==> src/sv/histogram_3d_bin_accumulate_assert.svh <==
// assertion macros used by the accumulator sequencer
`ifndef HISTOGRAM_3D_BIN_ACCUMULATE_ASSERT_SVH
`define HISTOGRAM_3D_BIN_ACCUMULATE_ASSERT_SVH
`ifndef NO_ASSERTIONS
// same-cycle implication
`define H3BA_ASSERT_IMPLY(lbl, pre, post) \
	lbl: assert property (@(posedge clk) disable iff (!arst_n) (pre) |-> (post)) \
		else $error("same-cycle check failed");
// next-cycle implication
`define H3BA_ASSERT_NEXT(lbl, pre, post) \
	lbl: assert property (@(posedge clk) disable iff (!arst_n) (pre) |=> (post)) \
		else $error("next-cycle check failed");
`else
`define H3BA_ASSERT_IMPLY(lbl, pre, post)
`define H3BA_ASSERT_NEXT(lbl, pre, post)
`endif
`endif

==> src/sv/h3ba_pkg.sv <==
package h3ba_pkg;

	localparam int CFG_W     = 32;
	localparam int COORD_W   = 32;
	localparam int ENERGY_W  = 32;
	localparam int CONTENT_W = 48;
	localparam int BIN_W     = 4;
	localparam int REQ_W     = 2;
	localparam int IDX_W     = 3;
	localparam int ABS_W     = 32;
	localparam int NUM_W     = 42;
	localparam int QB_W      = 8;
	localparam int STEP_W    = 3;

	// request codes
	localparam logic [REQ_W-1:0] REQ_FILL  = 2'd0;
	localparam logic [REQ_W-1:0] REQ_COORD = 2'd1;
	localparam logic [REQ_W-1:0] REQ_BIN   = 2'd2;

	// register indexes
	localparam logic [IDX_W-1:0] CFG_X_LOW  = 3'd0;
	localparam logic [IDX_W-1:0] CFG_X_HIGH = 3'd1;
	localparam logic [IDX_W-1:0] CFG_Y_LOW  = 3'd2;
	localparam logic [IDX_W-1:0] CFG_Y_HIGH = 3'd3;
	localparam logic [IDX_W-1:0] CFG_Z_LOW  = 3'd4;
	localparam logic [IDX_W-1:0] CFG_Z_HIGH = 3'd5;

	localparam logic signed [CFG_W-1:0] LOW_RST  = 32'sd0;
	localparam logic signed [CFG_W-1:0] HIGH_RST = 32'sd1048576;

	localparam logic [CONTENT_W-1:0] CONTENT_MAX = '1;

	// axis codes
	localparam logic [1:0] AXIS_X = 2'd0;
	localparam logic [1:0] AXIS_Y = 2'd1;
	localparam logic [1:0] AXIS_Z = 2'd2;

	localparam logic [STEP_W-1:0] STEP_TOP = 3'(QB_W - 1);

	typedef enum logic [3:0] {
		ST_CLEAR,
		ST_IDLE,
		ST_START,
		ST_PREP,
		ST_MUL,
		ST_CMP,
		ST_DIV,
		ST_ADDR,
		ST_RD,
		ST_UPD,
		ST_DONE
	} state_t;

	typedef struct packed {
		logic              clear;
		logic              load;
		logic              idx;
		logic              prep;
		logic              mul;
		logic              cmp;
		logic              div;
		logic [1:0]        axis;
		logic [STEP_W-1:0] step;
		logic              addr;
		logic              rd;
		logic              upd;
		logic              out_load;
	} cmd_t;

	typedef struct packed {
		logic clr_last;
		logic go_div;
		logic bin_req;
	} status_t;

endpackage

==> src/sv/h3ba_ctrl.sv <==
`include "histogram_3d_bin_accumulate_assert.svh"

module h3ba_ctrl (
	input  logic              clk,
	input  logic              arst_n,
	input  logic              in_valid,
	output logic              in_ready,
	output logic              out_valid,
	input  logic              out_ready,
	input  h3ba_pkg::status_t status,
	output h3ba_pkg::cmd_t    cmd
);

	h3ba_pkg::state_t state_q, state_d;
	logic [1:0] axis_q, axis_d;
	logic [h3ba_pkg::STEP_W-1:0] step_q, step_d;
	logic out_valid_q;
	logic out_free;

	assign out_free = !out_valid_q || out_ready;
	assign in_ready = (state_q == h3ba_pkg::ST_IDLE);
	assign out_valid = out_valid_q;

	// next state
	always_comb begin
		state_d = state_q;
		axis_d = axis_q;
		step_d = step_q;
		unique case (state_q)
			h3ba_pkg::ST_CLEAR: begin
				if (status.clr_last) state_d = h3ba_pkg::ST_IDLE;
			end
			h3ba_pkg::ST_IDLE: begin
				if (in_valid) begin
					state_d = h3ba_pkg::ST_START;
					axis_d = h3ba_pkg::AXIS_X;
				end
			end
			h3ba_pkg::ST_START: begin
				state_d = status.bin_req ? h3ba_pkg::ST_ADDR : h3ba_pkg::ST_MUL;
			end
			h3ba_pkg::ST_PREP: state_d = h3ba_pkg::ST_MUL;
			h3ba_pkg::ST_MUL: state_d = h3ba_pkg::ST_CMP;
			h3ba_pkg::ST_CMP: begin
				if (status.go_div) begin
					state_d = h3ba_pkg::ST_DIV;
					step_d = h3ba_pkg::STEP_TOP;
				end else if (axis_q == h3ba_pkg::AXIS_Z) begin
					state_d = h3ba_pkg::ST_ADDR;
				end else begin
					state_d = h3ba_pkg::ST_PREP;
					axis_d = axis_q + 2'd1;
				end
			end
			h3ba_pkg::ST_DIV: begin
				if (step_q != '0) begin
					step_d = step_q - 1'b1;
				end else if (axis_q == h3ba_pkg::AXIS_Z) begin
					state_d = h3ba_pkg::ST_ADDR;
				end else begin
					state_d = h3ba_pkg::ST_PREP;
					axis_d = axis_q + 2'd1;
				end
			end
			h3ba_pkg::ST_ADDR: state_d = h3ba_pkg::ST_RD;
			h3ba_pkg::ST_RD: state_d = h3ba_pkg::ST_UPD;
			h3ba_pkg::ST_UPD: state_d = h3ba_pkg::ST_DONE;
			h3ba_pkg::ST_DONE: begin
				if (out_free) state_d = h3ba_pkg::ST_IDLE;
			end
			default: state_d = h3ba_pkg::ST_IDLE;
		endcase
	end

	// datapath commands
	always_comb begin
		cmd = '0;
		cmd.axis = axis_q;
		cmd.step = step_q;
		unique case (state_q)
			h3ba_pkg::ST_CLEAR: cmd.clear = 1'b1;
			h3ba_pkg::ST_IDLE: cmd.load = in_valid;
			h3ba_pkg::ST_START: begin
				cmd.idx = status.bin_req;
				cmd.prep = !status.bin_req;
			end
			h3ba_pkg::ST_PREP: cmd.prep = 1'b1;
			h3ba_pkg::ST_MUL: cmd.mul = 1'b1;
			h3ba_pkg::ST_CMP: cmd.cmp = 1'b1;
			h3ba_pkg::ST_DIV: cmd.div = 1'b1;
			h3ba_pkg::ST_ADDR: cmd.addr = 1'b1;
			h3ba_pkg::ST_RD: cmd.rd = 1'b1;
			h3ba_pkg::ST_UPD: cmd.upd = 1'b1;
			h3ba_pkg::ST_DONE: cmd.out_load = out_free;
			default: cmd = '0;
		endcase
	end

	// state and counters
	always_ff @(posedge clk or negedge arst_n) begin
		if (!arst_n) begin
			state_q <= h3ba_pkg::ST_CLEAR;
			axis_q <= h3ba_pkg::AXIS_X;
			step_q <= '0;
		end else begin
			state_q <= state_d;
			axis_q <= axis_d;
			step_q <= step_d;
		end
	end

	// output word pending flag
	always_ff @(posedge clk or negedge arst_n) begin
		if (!arst_n) begin
			out_valid_q <= 1'b0;
		end else if (cmd.out_load) begin
			out_valid_q <= 1'b1;
		end else if (out_ready) begin
			out_valid_q <= 1'b0;
		end
	end

	`H3BA_ASSERT_IMPLY(a_axis_legal, 1'b1, (axis_q == h3ba_pkg::AXIS_X) || (axis_q == h3ba_pkg::AXIS_Y) || (axis_q == h3ba_pkg::AXIS_Z))
	`H3BA_ASSERT_NEXT(a_div_holds, (state_q == h3ba_pkg::ST_DIV) && (step_q != '0), state_q == h3ba_pkg::ST_DIV)
	`H3BA_ASSERT_NEXT(a_accept_busy, in_valid && in_ready, !in_ready)
	`H3BA_ASSERT_NEXT(a_done_shows, (state_q == h3ba_pkg::ST_DONE) && out_free, out_valid_q)

endmodule

==> config.mk <==
export PLATFORM = sky130hd
export DESIGN_NAME = h3ba_ctrl
export DESIGN_NICKNAME = d
export VERILOG_FILES = /design/src/sv/h3ba_pkg.sv /design/src/sv/h3ba_ctrl.sv
export VERILOG_INCLUDE_DIRS = /design/src /design/src/sv
export SDC_FILE = /design/constraint.sdc
export NUM_CORES = 1
export LEC_CHECK = 0
export BUFFER_PORTS_ARGS = -buffer_cell sky130_fd_sc_hd__clkbuf_2
export CORE_AREA = 2 2 47 49
export CTS_BUF_LIST = sky130_fd_sc_hd__clkbuf_2 sky130_fd_sc_hd__clkbuf_4 sky130_fd_sc_hd__clkbuf_8
export CTS_CLUSTER_DIAMETER = 30
export DETAILED_ROUTE_END_ITERATION = 7
export DIE_AREA = 0 0 49 51
export GPL_TIMING_DRIVEN = 0
export PLACE_DENSITY = 0.76
export SLEW_MARGIN = 10
export SYNTH_ARGS = -nofsm -noshare
export SYNTH_HDL_FRONTEND = slang
export SYNTH_SLANG_ARGS = --single-unit
==> constraint.sdc <==
create_clock -name clk -period 2.53 [get_ports clk]
set_input_delay 0.506 -clock clk [delete_from_list [all_inputs] [get_ports clk]]
set_output_delay 0.506 -clock clk [all_outputs]
set_load 0.02 [all_outputs]
==> flow_summary.json, run 1 <==
{
  "status": "finished clean",
  "worstPathMaxFanout": 10,
  "power_density_nw_per_um2": 1332,
  "crit_required_ps": 2020,
  "min_period_ps": 2329,
  "start_kind": "register",
  "drive_gt1_frac": 0.3252,
  "syn_area_um2": 843.3,
  "diodes": 0,
  "synth_fa_ha_area_frac": 0.04451,
  "final_core_util": 0.4948,
  "synthMuxAreaShare": 0.06231,
  "final_common_cell": "clkbuf_2",
  "gr-usage-all-layers": 0.1646,
  "grt_pass1_vias": 696,
  "tns_ps": 0,
  "synth_compound_area_frac": 0.1766,
  "syn2layout_area_growth_pct": 21.07,
  "cts_root_buffer": "clkbuf_4",
  "vias": 797,
  "avgViaCountPerCell": 5.278,
  "layout_common_cells": "clkbuf_2, nor2_1, dfrtp_1",
  "finalWirelength_um": 1855,
  "ys_seq_area_frac": 0.2967,
  "start_util": 0.4087,
  "die_area_um2": 2499,
  "avgSynthCellArea_um2": 8.784,
  "gp_congestion": 0.8516,
  "finalHoldViolations": 0,
  "swShare": 0.4735,
  "antenna_found_initial": 0,
  "post-route-period-util": 0.9207,
  "r2r-end": "state_q[1]",
  "seqCellArea_um2": 250.2,
  "placed_area_um2": 998.5,
  "arrival_ps": 1820,
  "rr_worst_depth": 7,
  "critPathMaxStageDelay_ps": 370,
  "clkTransAtPathRegs_ps": 60,
  "grt_start_max_net_pins": 11,
  "dr.pass1.iters": 4,
  "grt_first_pass_wirelength_um": 3194,
  "tightest_slew_ps": 437.8,
  "cap_viol_max_count": 0,
  "path_class": "reg -> out",
  "crit_slowest_cell": "dfrtp_1",
  "boundaryPins": 25,
  "rsz0062_at_grt": "no",
  "synth_xor_area_frac": 0.01039,
  "multi_input_area_um2": 501.7,
  "rrSetupSlack_ps": 480,
  "port_buffers": 24,
  "cts_tree": "yes",
  "comb_power_share": 0.703,
  "antenna_left": 0,
  "clock_skew_ps": 0.3124,
  "cts_resized": 0,
  "h-tree-depth": 1,
  "maxSlewHeadroom": 0.7006,
  "seq_power_share": 0.213,
  "cts_hold_buf": 0,
  "setup_viol": 0,
  "dp.cells": 148,
  "clkPwrFrac": 0.084,
  "cts_sinks": 10,
  "clockBufferDepth": 2,
  "ys_warn_count": 0,
  "crit_end": "cmd[5]",
  "p_int_w": 0.0007158,
  "fp-row-count": 17,
  "dp_hpwl_um": 1431,
  "finalNonFillerCells": 151,
  "leakage_nw": 0.5427,
  "drc": 0,
  "fillers": 211,
  "grt_overflow": 0,
  "die_h_um": 51,
  "numCtsBuffers": 3,
  "ys_seq_elements": 10,
  "timing.rr.start": "step_q[0]",
  "final_area_um2": 1021,
  "max_freq_mhz": 429.3,
  "core-area_um2": 2063,
  "synth_simple_gate_area_frac": 0.3012,
  "yosysUniqueCellTypes": 40,
  "die_x_um": 49,
  "worstPathCellList": "buf_6 -> clkbuf_8 -> nand2_1 -> inv_1 -> o21ai_0 -> and2_1 -> clkbuf_2",
  "hp-class": "in -> async",
  "dr.first_iter.drc_count": 7,
  "wl_per_cell_um": 12.28,
  "p_switching_w": 0.0006437,
  "end_kind": "primary output",
  "insertion_delay_ps": 270,
  "cts_setup_buffers": 0,
  "irDropWorstVdd_mv": 0.6138,
  "synth_top_family_by_area": "simple AND/OR/NAND/NOR gates",
  "syn_nets": 106,
  "slew_viol_final": 0,
  "nNetsFinal": 135,
  "synthCells": 96,
  "startpoint": "state_q[1]"
}
-- worst min path at each step --
| stage | from | end | slack (ps) | cells after the start |
|---|---|---|---|---|
| after floorplan | arst_n | axis_q[0] | 210 | 0 |
| after global placement | arst_n | axis_q[1] | 390 | 1 |
| after detailed placement | arst_n | axis_q[1] | 400 | 1 |
| after CTS | arst_n | axis_q[1] | 110 | 1 |
| after global routing | arst_n | axis_q[1] | 120 | 1 |
| final | arst_n | axis_q[1] | 100 | 1 |
-- cell type report --
cell class | count | area share
multi-input combinational | 73 | 0.4914
sequential | 10 | 0.2451
timing repair buffer | 24 | 0.1176
buffer | 5 | 0.06005
tap | 28 | 0.03431
inverter | 8 | 0.02941
clock buffer | 3 | 0.02206
-- power groups by stage --
stage,Clock [W],Combinational [W],Sequential [W]
detailed placement,0,0.000957,0.000291
global placement,0,0.000938,0.000289
CTS,0.000114,0.000960,0.000289
finish,0.000114,0.000956,0.000290
global route,0.000119,0.00105,0.000298
floorplan,0,0.000756,0.000277
-- synth_stat cells --
| master | count | share of area |
|---|---|---|
| a2111oi_0 | 1 | 0.010 |
| a211oi_1 | 1 | 0.0089 |
| a21o_1 | 1 | 0.0089 |
| a21o_2 | 1 | 0.010 |
| a21oi_1 | 2 | 0.012 |
| a221o_1 | 1 | 0.012 |
| a22o_1 | 1 | 0.010 |
| a2bb2oi_1 | 1 | 0.010 |
| a31oi_1 | 2 | 0.015 |
| and2_1 | 5 | 0.037 |
| and2b_2 | 1 | 0.010 |
| and3_1 | 2 | 0.015 |
| and3b_1 | 1 | 0.010 |
| buf_6 | 3 | 0.040 |
| clkbuf_8 | 2 | 0.033 |
| dfrtp_1 | 10 | 0.30 |
| ha_1 | 3 | 0.045 |
| inv_1 | 8 | 0.036 |
| mux2_1 | 2 | 0.027 |
| mux2_4 | 2 | 0.036 |
| nand2_1 | 7 | 0.031 |
| nand2b_1 | 2 | 0.015 |
| nand3_1 | 1 | 0.0059 |
| nand3b_1 | 1 | 0.0089 |
| nor2_1 | 13 | 0.058 |
| nor2b_1 | 1 | 0.0074 |
| nor2b_4 | 1 | 0.016 |
| nor3_1 | 4 | 0.024 |
| nor3b_1 | 1 | 0.0089 |
| nor4_1 | 2 | 0.015 |
| o21ai_0 | 3 | 0.018 |
| o21ai_1 | 1 | 0.0059 |
| o221a_4 | 1 | 0.024 |
| o22ai_1 | 1 | 0.0074 |
| o311ai_0 | 1 | 0.010 |
| o32a_2 | 1 | 0.013 |
| or2b_1 | 2 | 0.018 |
| or2b_2 | 1 | 0.010 |
| or3b_1 | 1 | 0.010 |
| xor2_1 | 1 | 0.010 |
-- stage by stage --
step	hold WS, ps	power [W]	worst slack, ps
after floorplan	210.4	0.001033	253.0
after global placement	392.3	0.001227	494.3
after detailed placement	396.0	0.001248	481.7
after CTS	108.8	0.001363	185.3
after global routing	121.4	0.001467	14.36
final	99.76	0.001360	200.6
-- worst max-delay path, delay by kind of cell (launching register included) --
kind / cells / cell delay, ps
AOI/OAI and AO/OA: 1 / 370
buffers and inverters: 4 / 510
DFF: 1 / 370
and+or+nand+nor: 2 / 300
-- flip-flops by register name (all words and copies together) (netlist names) --
signal,cells
axis_q,2
out_valid,1
state_q,4
step_q,3
-- per-layer routing --
layer,wire length [um],track usage
met4,34,0.07143
met5,0,0
met3,66,0.02632
met2,960,0.2968
met1,794,0.1934
-- cell families (layout without fill, tap and decap cells) --
family / after synthesis / after routing
AND/OR/NAND/NOR: 46 / 46
flip-flops: 10 / 10
AO/OA/AOI/OAI: 19 / 19
adder cells (fa/ha/maj): 3 / 3
XOR/XNOR: 1 / 1
buffers and inverters: 13 / 40
multiplexers: 4 / 4
(Power assumes the default switching activity.)
==> run 2, diff against run 1 <==
--- a/config.mk
+++ b/config.mk
@@ -7,13 +7,13 @@
 export NUM_CORES = 1
 export LEC_CHECK = 0
 export BUFFER_PORTS_ARGS = -buffer_cell sky130_fd_sc_hd__clkbuf_2
-export CORE_AREA = 2 2 47 49
+export CORE_AREA = 2 2 44 46
 export CTS_BUF_LIST = sky130_fd_sc_hd__clkbuf_2 sky130_fd_sc_hd__clkbuf_4 sky130_fd_sc_hd__clkbuf_8
 export CTS_CLUSTER_DIAMETER = 30
 export DETAILED_ROUTE_END_ITERATION = 7
-export DIE_AREA = 0 0 49 51
+export DIE_AREA = 0 0 46 48
 export GPL_TIMING_DRIVEN = 0
-export PLACE_DENSITY = 0.76
+export PLACE_DENSITY = 0.79
 export SLEW_MARGIN = 10
 export SYNTH_ARGS = -nofsm -noshare
 export SYNTH_HDL_FRONTEND = slang
==> flow_summary.json, run 2 (synthesis gave the netlist of run 1 again) <==
{
  "gr-usage-all-layers": 0.2088,
  "dr.first_iter.drc_count": 17,
  "irDropWorstVdd_mv": 0.6756,
  "diodes": 0,
  "timing.rr.start": "step_q[0]",
  "port_buffers": 24,
  "reg_top3": "state_q: 4 flops, step_q: 3 flops, axis_q: 2 flops",
  "nNetsFinal": 135,
  "cts_sinks": 10,
  "antenna_left": 0,
  "finalHoldViolations": 0,
  "final_common_cell": "clkbuf_2",
  "antenna_found_initial": 0,
  "dp_slack_ps": 454.0,
  "clockBufferDepth": 2,
  "setup_viol": 0,
  "cts_root_buffer": "clkbuf_4",
  "cp_num_buf_inv": 4,
  "path_class": "reg -> out",
  "grt_overflow": 0,
  "end_kind": "primary output",
  "boundaryPins": 25,
  "die_area_um2": 2208,
  "start_kind": "register",
  "cts_tree": "yes",
  "core-area_um2": 1689,
  "fp-row-count": 15,
  "min_period_ps": 2384,
  "numCtsBuffers": 3,
  "cap_viol_max_count": 0,
  "clock_skew_ps": 0.5095,
  "r2r-end": "state_q[0]",
  "layout_common_cells": "clkbuf_2, nor2_1, dfrtp_1",
  "dr.pass1.iters": 4,
  "cts_hold_buf": 0,
  "cts_resized": 0,
  "final_area_um2": 1021,
  "tightest_slew_ps": 495.8,
  "arrival_ps": 1880,
  "placed_area_um2": 984.7,
  "crit_required_ps": 2020,
  "status": "finished clean",
  "die_x_um": 46,
  "clkTransAtPathRegs_ps": 70,
  "drc": 0,
  "post-route-period-util": 0.9422,
  "syn2layout_area_growth_pct": 21.07,
  "dp_hpwl_um": 1499,
  "dp.cells": 137,
  "worst_slack_ps": 146.2,
  "largest_register_ff_count": 4,
  "tns_ps": 0,
  "drive_gt1_frac": 0.3306,
  "max_freq_mhz": 419.5,
  "cts_setup_buffers": 0,
  "grt_start_max_net_pins": 11,
  "final_core_util": 0.6044,
  "worstPathMaxFanout": 10,
  "slew_viol_final": 0,
  "rrSetupSlack_ps": 440,
  "vias": 797,
  "rsz0062_at_grt": "no",
  "critPathMaxStageDelay_ps": 410,
  "rr_worst_depth": 7,
  "power_density_nw_per_um2": 1382,
  "insertion_delay_ps": 270,
  "hp-class": "in -> async",
  "wl_per_cell_um": 13.80,
  "die_h_um": 48,
  "grt_pass1_vias": 713,
  "leakage_nw": 0.5499,
  "critPathTopFamily": "buffers and inverters",
  "grt_first_pass_wirelength_um": 3208,
  "finalNonFillerCells": 141,
  "maxSlewHeadroom": 0.6660,
  "start_util": 0.4993,
  "worstPathCellList": "buf_6 -> clkbuf_8 -> nand2_1 -> inv_1 -> o21ai_0 -> and2_1 -> clkbuf_2",
  "h-tree-depth": 1,
  "finalWirelength_um": 1946,
  "top_register": "state_q",
  "avgViaCountPerCell": 5.652,
  "gp_congestion": 0.8311,
  "crit_slowest_cell": "o21ai_0"
}
## run 2: layer usage
metal	up-vias	track usage	wire length, um
met3	5	0.06038	99
met5	-	0	0
met2	19	0.3611	1017
li1	390	-	-
met4	0	0.06857	19
met1	383	0.2483	809
## run 2: where the power goes
group,total (W),internal [W],switching [W]
clock network,0.000145,0.0000875,0.0000578
logic,0.000973,0.000442,0.000530
registers,0.000293,0.000219,0.0000739
## run 2: how the worst max path moves through the flow
| stage | from | end | depth (start not counted) |
|---|---|---|---|
| finish | state_q[1] | cmd[5] | 7 |
| floorplan | state_q[1] | cmd[12] | 4 |
| global route | state_q[1] | cmd[7] | 7 |
| detailed placement | step_q[0] | state_q[0] | 7 |
| CTS | state_q[1] | cmd[5] | 7 |
| global placement | state_q[1] | cmd[4] | 7 |
## run 2: final cells by class
cell class                 count  area (um2)
clock buffer                   4       36.28
fill                         159       668.1
buffer                         5       61.31
timing repair buffer          24       120.1
sequential                    10       250.2
tap                           17       21.27
multi-input combinational     73       501.7
inverter                       8       30.03
## run 2: metrics by stage
step	hold WS [ps]	power [W]
3_3_place_gp	384.7	0.001231
6_report	91.86	0.001411
3_5_place_dp	397.3	0.001259
5_1_grt	105.0	0.001522
2_1_floorplan	210.4	0.001033
4_1_cts	100.2	0.001414
